[src/sv/stack_with_bottom_k_increment_assert.svh]
// Assertion macros used by the stack controller (sbk_ctrl).
// Each macro expects signals named clk and rst in the scope where it is used.
`ifndef STACK_WITH_BOTTOM_K_INCREMENT_ASSERT_SVH
`define STACK_WITH_BOTTOM_K_INCREMENT_ASSERT_SVH

// Same-cycle implication, disabled during reset.
`define SBK_ASSERT_NOW(lbl, ante, cons, msg) \
  lbl: assert property (@(posedge clk) disable iff (rst) (ante) |-> (cons)) \
    else $error(msg);

// Next-cycle implication, disabled during reset.
`define SBK_ASSERT_NEXT(lbl, ante, cons, msg) \
  lbl: assert property (@(posedge clk) disable iff (rst) (ante) |=> (cons)) \
    else $error(msg);

`endif

[src/sv/sbk_pkg.sv]
`timescale 1ns / 1ps

package sbk_pkg;

  localparam int VALUE_BITS  = 32;
  localparam int STACK_DEPTH = 1024;
  localparam int ADDR_BITS   = $clog2(STACK_DEPTH);
  localparam int SIZE_BITS   = $clog2(STACK_DEPTH + 1);
  localparam int COUNT_BITS  = 11;
  localparam int CMP_BITS    = (SIZE_BITS > COUNT_BITS) ? SIZE_BITS : COUNT_BITS;
  localparam int ACT_BITS    = 2;
  localparam int STATUS_BITS = 2;

  // Stream word widths, padded to whole bytes
  localparam int IN_FIELD_BITS = VALUE_BITS + COUNT_BITS + VALUE_BITS;
  localparam int IN_DATA_BITS  = ((IN_FIELD_BITS + 7) / 8) * 8;
  localparam int OUT_DATA_BITS = ((VALUE_BITS + 7) / 8) * 8;
  localparam int IN_USER_BITS  = ACT_BITS;
  localparam int OUT_USER_BITS = 1 + STATUS_BITS;

  // Operation codes
  localparam logic [ACT_BITS-1:0] ACT_PUSH = 2'd0;
  localparam logic [ACT_BITS-1:0] ACT_POP  = 2'd1;
  localparam logic [ACT_BITS-1:0] ACT_ADD  = 2'd2;

  // Result status codes
  localparam logic [STATUS_BITS-1:0] ST_OK        = 2'd0;
  localparam logic [STATUS_BITS-1:0] ST_POP_EMPTY = 2'd1;
  localparam logic [STATUS_BITS-1:0] ST_PUSH_FULL = 2'd2;
  localparam logic [STATUS_BITS-1:0] ST_BAD_COUNT = 2'd3;

  // Memory requests from the controller; one read address serves both RAMs
  typedef struct packed {
    logic                  val_we;
    logic [ADDR_BITS-1:0]  val_waddr;
    logic [VALUE_BITS-1:0] val_wdata;
    logic                  tag_we;
    logic [ADDR_BITS-1:0]  tag_waddr;
    logic [VALUE_BITS-1:0] tag_wdata;
    logic                  rd_en;
    logic [ADDR_BITS-1:0]  rd_addr;
  } mem_req_t;

endpackage

[src/sv/sbk_ctrl.sv]
`timescale 1ns / 1ps
`include "stack_with_bottom_k_increment_assert.svh"

module sbk_ctrl (
  input  logic                                clk,
  input  logic                                rst,
  input  logic                                s_tvalid,
  output logic                                s_tready,
  input  logic [sbk_pkg::IN_DATA_BITS-1:0]    s_tdata,
  input  logic [sbk_pkg::IN_USER_BITS-1:0]    s_tuser,
  output logic                                m_tvalid,
  input  logic                                m_tready,
  output logic [sbk_pkg::OUT_DATA_BITS-1:0]   m_tdata,
  output logic [sbk_pkg::OUT_USER_BITS-1:0]   m_tuser,
  output sbk_pkg::mem_req_t                   mem_req,
  input  logic [sbk_pkg::VALUE_BITS-1:0]      val_rdata,
  input  logic [sbk_pkg::VALUE_BITS-1:0]      tag_rdata
);

  localparam int VB = sbk_pkg::VALUE_BITS;
  localparam int AB = sbk_pkg::ADDR_BITS;
  localparam int SB = sbk_pkg::SIZE_BITS;
  localparam int CB = sbk_pkg::CMP_BITS;

  typedef enum logic [1:0] {
    S_IDLE = 2'b01,
    S_READ = 2'b10
  } state_t;

  state_t state, state_next;

  // Held input word
  logic                            item_valid;
  logic [sbk_pkg::ACT_BITS-1:0]    act;
  logic [VB-1:0]                   push_value;
  logic [sbk_pkg::COUNT_BITS-1:0]  inc_count;
  logic [VB-1:0]                   inc_amount;

  // Stack size and cached top entry (its tag lives only here)
  logic [SB-1:0] size, size_next;
  logic [VB-1:0] top_value, top_value_next;
  logic [VB-1:0] top_tag, top_tag_next;

  // Output register
  logic [VB-1:0]                    out_sum, res_sum;
  logic                             out_empty, res_empty;
  logic [sbk_pkg::STATUS_BITS-1:0]  out_status, res_status;
  logic                             out_load, out_free;

  logic          empty, full;
  logic [CB-1:0] k_ext, size_ext, k_m1;
  logic [SB-1:0] size_m1, size_m2;
  logic [VB-1:0] top_sum_cur, rep_sum;

  assign out_free = !m_tvalid || m_tready;
  assign s_tready = !item_valid || out_load;

  assign empty       = (size == '0);
  assign full        = (size == SB'(sbk_pkg::STACK_DEPTH));
  assign k_ext       = CB'(inc_count);
  assign size_ext    = CB'(size);
  assign k_m1        = k_ext - CB'(1);
  assign size_m1     = size - SB'(1);
  assign size_m2     = size - SB'(2);
  assign top_sum_cur = top_value + top_tag;
  assign rep_sum     = empty ? '0 : top_sum_cur;

  // Decode the held word, drive memory requests and the result
  always_comb begin
    state_next     = state;
    size_next      = size;
    top_value_next = top_value;
    top_tag_next   = top_tag;
    mem_req        = '0;
    out_load       = 1'b0;
    res_sum        = rep_sum;
    res_empty      = empty;
    res_status     = sbk_pkg::ST_OK;
    case (state)
      S_IDLE: begin
        if (item_valid && out_free) begin
          case (act)
            sbk_pkg::ACT_PUSH: begin
              out_load = 1'b1;
              if (full) begin
                res_status = sbk_pkg::ST_PUSH_FULL;
              end else begin
                mem_req.val_we    = 1'b1;
                mem_req.val_waddr = size[AB-1:0];
                mem_req.val_wdata = push_value;
                // Flush the old top tag before it leaves the cache
                mem_req.tag_we    = !empty;
                mem_req.tag_waddr = size_m1[AB-1:0];
                mem_req.tag_wdata = top_tag;
                top_value_next    = push_value;
                top_tag_next      = '0;
                size_next         = size + SB'(1);
                res_sum           = push_value;
                res_empty         = 1'b0;
              end
            end
            sbk_pkg::ACT_POP: begin
              if (empty) begin
                out_load   = 1'b1;
                res_status = sbk_pkg::ST_POP_EMPTY;
              end else if (size == SB'(1)) begin
                out_load  = 1'b1;
                size_next = '0;
                res_sum   = '0;
                res_empty = 1'b1;
              end else begin
                mem_req.rd_en   = 1'b1;
                mem_req.rd_addr = size_m2[AB-1:0];
                state_next      = S_READ;
              end
            end
            sbk_pkg::ACT_ADD: begin
              if (inc_count == '0 || k_ext > size_ext) begin
                out_load   = 1'b1;
                res_status = sbk_pkg::ST_BAD_COUNT;
              end else if (k_ext == size_ext) begin
                out_load     = 1'b1;
                top_tag_next = top_tag + inc_amount;
                res_sum      = top_sum_cur + inc_amount;
              end else begin
                mem_req.rd_en   = 1'b1;
                mem_req.rd_addr = k_m1[AB-1:0];
                state_next      = S_READ;
              end
            end
            default: begin
              out_load = 1'b1;
            end
          endcase
        end
      end
      S_READ: begin
        // Output slot was freed when the read was issued
        out_load   = 1'b1;
        state_next = S_IDLE;
        res_empty  = 1'b0;
        if (act == sbk_pkg::ACT_POP) begin
          top_value_next = val_rdata;
          top_tag_next   = tag_rdata + top_tag;
          size_next      = size_m1;
          res_sum        = val_rdata + tag_rdata + top_tag;
        end else begin
          mem_req.tag_we    = 1'b1;
          mem_req.tag_waddr = k_m1[AB-1:0];
          mem_req.tag_wdata = tag_rdata + inc_amount;
          res_sum           = top_sum_cur;
        end
      end
      default: begin
        state_next = S_IDLE;
      end
    endcase
  end

  // Control registers
  always_ff @(posedge clk) begin
    if (rst) begin
      state      <= S_IDLE;
      size       <= '0;
      item_valid <= 1'b0;
      m_tvalid   <= 1'b0;
    end else begin
      state <= state_next;
      size  <= size_next;
      if (s_tvalid && s_tready) begin
        item_valid <= 1'b1;
      end else if (out_load) begin
        item_valid <= 1'b0;
      end
      if (out_load) begin
        m_tvalid <= 1'b1;
      end else if (m_tready) begin
        m_tvalid <= 1'b0;
      end
    end
  end

  // Payload registers
  always_ff @(posedge clk) begin
    top_value <= top_value_next;
    top_tag   <= top_tag_next;
    if (s_tvalid && s_tready) begin
      act        <= s_tuser[sbk_pkg::ACT_BITS-1:0];
      push_value <= s_tdata[VB-1:0];
      inc_count  <= s_tdata[VB+sbk_pkg::COUNT_BITS-1:VB];
      inc_amount <= s_tdata[2*VB+sbk_pkg::COUNT_BITS-1:VB+sbk_pkg::COUNT_BITS];
    end
    if (out_load) begin
      out_sum    <= res_sum;
      out_empty  <= res_empty;
      out_status <= res_status;
    end
  end

  assign m_tdata = sbk_pkg::OUT_DATA_BITS'(out_sum);
  assign m_tuser = {out_status, out_empty};

  `SBK_ASSERT_NOW(a_read_slot_free, state == S_READ, !m_tvalid, "result pending during read")
  `SBK_ASSERT_NOW(a_read_has_item, state == S_READ, item_valid, "read without a held word")
  `SBK_ASSERT_NEXT(a_empty_flag, out_load, out_empty == (size == '0), "empty flag mismatch")
  `SBK_ASSERT_NEXT(a_size_bound, 1'b1, size <= SB'(sbk_pkg::STACK_DEPTH), "size overflow")

endmodule

[config.mk]
export PLATFORM = sky130hd
export DESIGN_NAME = sbk_ctrl
export DESIGN_NICKNAME = d
export VERILOG_FILES = /design/src/sv/sbk_pkg.sv /design/src/sv/sbk_ctrl.sv
export VERILOG_INCLUDE_DIRS = /design/src /design/src/sv
export SDC_FILE = /design/constraint.sdc
export NUM_CORES = 1
export LEC_CHECK = 0
export BUFFER_PORTS_ARGS = -buffer_cell sky130_fd_sc_hd__buf_2
export CORE_ASPECT_RATIO = 1.75
export CORE_UTILIZATION = 50
export CTS_CLUSTER_DIAMETER = 30
export DETAILED_ROUTE_END_ITERATION = 7
export GPL_TIMING_DRIVEN = 0
export PLACE_DENSITY = 0.77
export SLEW_MARGIN = 20
export SYNTH_ARGS = -nofsm -noshare
export SYNTH_HDL_FRONTEND = slang
export SYNTH_SLANG_ARGS = --single-unit
[constraint.sdc]
create_clock -name clk -period 12.09 [get_ports clk]
set_input_delay 1.8135 -clock clk [delete_from_list [all_inputs] [get_ports clk]]
set_output_delay 1.8135 -clock clk [all_outputs]
set_load 0.02 [all_outputs]
# After elaboration in Yosys (flattened, before gate mapping)

Cells that the tools add are included.

Bits in registers: 191
Latch bits: 0
Memory bits (writable): 0
Bits in read-only memories: 0
Input bits: 150
Logic and storage cells: 134
Memories kept: 0

Add/sub/neg operators: 11
Multiply operators: 0
Div/mod/pow operators: 0
$lt $le $gt $ge: 1
Eq/ne operators: 22
Shift operators: 0
Mux-type cells: 65
Bitwise logic cells: 1
Reductions and logical operators: 21

Operators with widths:

| cell                                                                 | count |
|---|---|
| 32-bit 2-to-1 mux                                                    | 17 |
| 32-bit one-hot mux with 2 select lines                               | 4 |
| 32-bit adder                                                         | 7 |
| 86-bit 2-to-1 mux                                                    | 2 |
| 11-bit 2-to-1 mux                                                    | 10 |
| 97-bit 2-to-1 mux                                                    | 1 |
| 32-bit one-hot mux with 3 select lines                               | 1 |
| 43-bit 2-to-1 mux                                                    | 2 |
| 43-bit one-hot mux with 2 select lines                               | 1 |
| 11-bit one-hot mux with 2 select lines                               | 3 |
| 11-bit zero test                                                     | 2 |
| 3-bit inequality test, second input constant                         | 5 |
| 2-bit inequality test, second input constant                         | 7 |
| 7-bit AND reduction                                                  | 2 |
| 1-bit 2-to-1 mux                                                     | 12 |
| 2-bit 2-to-1 mux                                                     | 6 |
| 11-bit by 1-bit adder with 11-bit output, second input constant      | 1 |
| 11-bit by 1-bit == test with 1-bit output, second input constant     | 1 |
| 11-bit == test                                                       | 1 |
| 11-bit == test, second input constant                                | 1 |
| 11-bit > comparator                                                  | 1 |
| 11-bit by 1-bit subtractor with 11-bit output, second input constant | 1 |
| 10-bit by 1-bit subtractor with 10-bit output, second input constant | 1 |
| 10-bit by 2-bit subtractor with 10-bit output, second input constant | 1 |
| other kinds (18)                                                     | 31 |

# Longest topological paths before layout

Depth in word-level cells: 9
Gate-level depth with buffers: 21
Mapped depth without buffers: 21

# Least setup slack after synthesis

No wires, ideal clock.

Path type: input-to-reg
Start: in m_tready
End: reg act[0] in the netlist's numbering, enable pin
Setup time: 537 ps
Data arrival time: 6,499 ps
Data required time: 11,553 ps
Path slack: 5,053 ps
Cell stages on the path: 7
Buffers on the path: 1
Path through: nand2b_1 and2_1 clkbuf_1 nand2_1 a311oi_1 nor3_1 a21oi_1

Cells in the longest elaborated chain, start to end: 6

Ends and longest elaborated chain:

| item                                  | RTL line        | RTL |
|---|---|---|
| from (decl)                           | sbk_ctrl.sv:12  | `input logic m_tready,` |
| 1-bit logical OR                      | sbk_ctrl.sv:55  | `assign out_free = !m_tvalid \|\| m_tready;` |
| 1-bit logical AND                     | sbk_ctrl.sv:81  | `if (item_valid && out_free) begin` |
| 1-bit 2-to-1 mux                      | sbk_ctrl.sv:81  |  |
| 1-bit one-hot mux with 2 select lines | sbk_ctrl.sv:79  | `case (state)` |
| 1-bit logical OR                      | sbk_ctrl.sv:56  | `assign s_tready = !item_valid \|\| out_load;` |
| 1-bit logical AND                     | sbk_ctrl.sv:187 | `if (s_tvalid && s_tready) begin` |
| to (signal assigned)                  | sbk_ctrl.sv:188 | `act <= s_tuser[sbk_pkg::ACT_BITS-1:0];` |
| to (decl)                             | sbk_ctrl.sv:34  | `logic [sbk_pkg::ACT_BITS-1:0] act;` |

Every way passes these cells.
A chain may end at the register's enable or synchronous reset.

==> results by group <==
Worst hold path
  • Min-Delay Path Class: flop to flop
  • Worst Hold Depth: 1

Timing
  • RSZ-0062 raised after global routing: no
  • Final setup TNS: 0 ps
  • Worst-Margin Slew: 1260 ps
  • Minimum clock period: 7570 ps
  • Worst rel slew slack: between 10% and 20%
  • Fmax: 0.132 GHz
  • Final Hold Fails: 0
  • Clk_skew: 12.4 ps
  • Period utilization: 62.6%
  • Final setup violation count: 0
  • Slew Viols, Final: 0

Clock network
  • Post-CTS Resized: 0
  • # H-tree levels: 4
  • TritonCTS clock tree: built
  • CTS clk-pin slew, worst paths: 80 ps
  • Clk buf depth: 2
  • Clk sink count: 191
  • Post-CTS setup buffer count: 0
  • CTS Root Cell: clkbuf_16
  • Hold-fix buffers, CTS: 0
  • CTS Buf Count: 17
  • Clock Latency Late Sink: between 400 and 500 ps

Synth
  • Cell Area, Synth: approximately 0.019 sq mm
  • Post-Synthesis Cells: 2173
  • Area leader, netlist: edfxtp_1
  • Yosys top cell area share: 27.1%
  • Unique cell type count in the Yosys netlist: 86
  • Post-synth net total: 2573
  • Post-synth EDFFs: 176
  • Count leader, synth: ha_1
  • Syn avg cell area: around 9.0 sq um
  • Synth top cells by count: 213 x ha_1, 197 x a21oi_1, 176 x edfxtp_1, 176 x nand2_1, 165 x nor2_1
  • Top post-synthesis cells by area: edfxtp_1 27%, ha_1 14%, xnor2_1 5.4%, a21oi_1 5.1%, fa_1 3.8%
  • Post-synth top flop: edfxtp_1
  • Sequential area share after synthesis: ~29%
  • Register bit total from synthesis: 191
  • Synth Warn #: 0
  • Asr flop ratio synth: 0%

GRT
  • Total GRT Usage: 39.9%
  • Initial antenna violation count: 0
  • Largest net degree at the start of global routing: 28
  • Remaining global-route overflow: 0
  • Vias in the first global route: 19294
  • First-pass GRT wire length: 116000 um

Setup path
  • Crit path required time: 10280 ps
  • Critical Path Start Type: primary input
  • Reg2Reg Depth: 18
  • CP startpoint: tag_rdata[0]
  • Reg-to-Reg Start: top_tag[18]
  • CP endpoint: mem_req[41]
  • R2R Setup Slk: about 6400 ps
  • Arrival @ worst endpoint: 5760 ps
  • Setup CP Type: primary input to output port
  • Crit Reg-Reg Endpoint: m_tdata[31]
  • Worst setup EP type: output port
  • Worst-path fanout max: 3

Place
  • IO Port Bufs: between 200 and 300
  • Hpwl dp: 63400 um
  • Placement Cell Area: between 0.02 and 0.025 sq mm
  • RePlAce Congestion: 0.989

Floorplanning
  • Die Y: ~260 um
  • Top-Level Pins: 284
  • Die width: 151 um
  • Core Area: about 0.038 sq mm
  • Full die area: around 0.040 sq mm
  • Num rows: 95
  • Starting Density: 50.8%

Drt
  • WL/cell: 26.6 um
  • Top Layer Used: met4
  • Vias: 19510
  • DR iter-0 viols: 1666
  • DR WL met2: 38700 um
  • Final ANT Viol Nets: 0
  • Met1 WL: 26900 um
  • Post-route DRC: 0
  • WL met3: 5340 um
  • Router iterations before antenna repair: 6
  • Vias per cell: 6.55
  • Routed wire length: 79200 um

Final layout
  • Finished Cell Area: approximately 0.022 sq mm
  • Post-Route Utilization: 58.4%
  • Filler cell count: 3436
  • Synthesis-to-finish area growth: 15.1%
  • Share of cells above drive strength 1: 16.2%
  • Final nets: 2881

Status
  • Status: finished, final reports clean

Run
  • Max-cap violations: 0

Pwr
  • VDD IR-drop max: 0.0000925 V
  • Leak: 9.49 nW
  • PD cells: ~140 mW/mm^2
## power breakdown
part	switching [W]	internal [W]
Combinational	0.000954	0.000602
Clock	0.000300	0.000376
Sequential	0.0000690	0.000799
Total	0.00132	0.00178
## per-stage QoR
step / setup WS, ps / hold WS [ps] / total power (W) / instances
global placement: 2730 / 485 / 0.00235 / 2936
detailed placement: 4710 / 506 / 0.00238 / 2946
finish: 4520 / 527 / 0.00310 / 2980
CTS: 4700 / 517 / 0.00306 / 2978
global route: 4400 / 551 / 0.00325 / 2979
floorplan: 5050 / 466 / 0.00192 / 2173
## critical path, cell delays in order
cell	delay, ps
buf_2	130
ha_1	290
fa_1	420
a21oi_1	340
o211ai_1	210
nand3_1	200
a21oi_1	140
a32o_1	310
a2bb2oi_1	200
a311o_1	620
a221oi_1	550
xor2_1	130
o21ai_1	180
buf_2	200
## per-layer routing
layer,vias up,GRT usage (%)
met3,368,7.18
met5,-,0
met4,0,36.6
met2,1020,66.8
met1,9301,41.5
li1,8821,-
## logic make-up (layout without fill, tap and decap cells)
kind of cell	count (synthesis)	in the layout	share of synthesized area, %
mux	42	42	2.37
fa+ha+maj	250	250	17.5
simple gates	620	620	15.3
other cells	0	1	0
compound gates	734	734	24.8
flops	191	191	28.7
xor+xnor	186	186	8.39
buf+inv	150	471	2.98
## sequential cells by signal, summed over array words and instances, names as in the netlist, 2 cells and up
name and count:
top_value 32, out_status 2, inc_amount 32, inc_count 11, size 11, act 2, m_tdata 32, push_value 32
top_tag 32, state 2
## layout by cell type (no fill, tap or decap), drive strengths merged, types with 48 or more instances in the layout
master | netlist | routed
ha | 213 | 213
clkbuf | 64 | 82
nor2 | 165 | 165
o21ai | 126 | 126
edfxtp | 176 | 176
buf | 14 | 302
xor2 | 66 | 66
nand3 | 48 | 48
a21oi | 197 | 197
a21o | 80 | 80
nand2 | 177 | 177
xnor2 | 120 | 120
inv | 71 | 78
## worst min-delay path by stage
stage                     startpoint  endpoint
after floorplan             state[1]  state[1]
after global placement      state[1]  state[1]
after detailed placement    state[0]  state[0]
after CTS                   state[0]  state[0]
after global routing        state[1]  state[1]
final                       state[1]  state[1]
## layout make-up
cell class,count,area (sq um),share of cell area (%)
multi-input combinational,1832,13400,59.7
sequential,191,5590,24.9
timing repair buffer,289,1590,7.10
tap,485,607,2.71
clock buffer,17,425,1.90
buffer,78,315,1.41
inverter,72,270,1.20
clock inverter,15,248,1.10
antenna,1,2.50,0.0112
(Power assumes the default switching activity.)
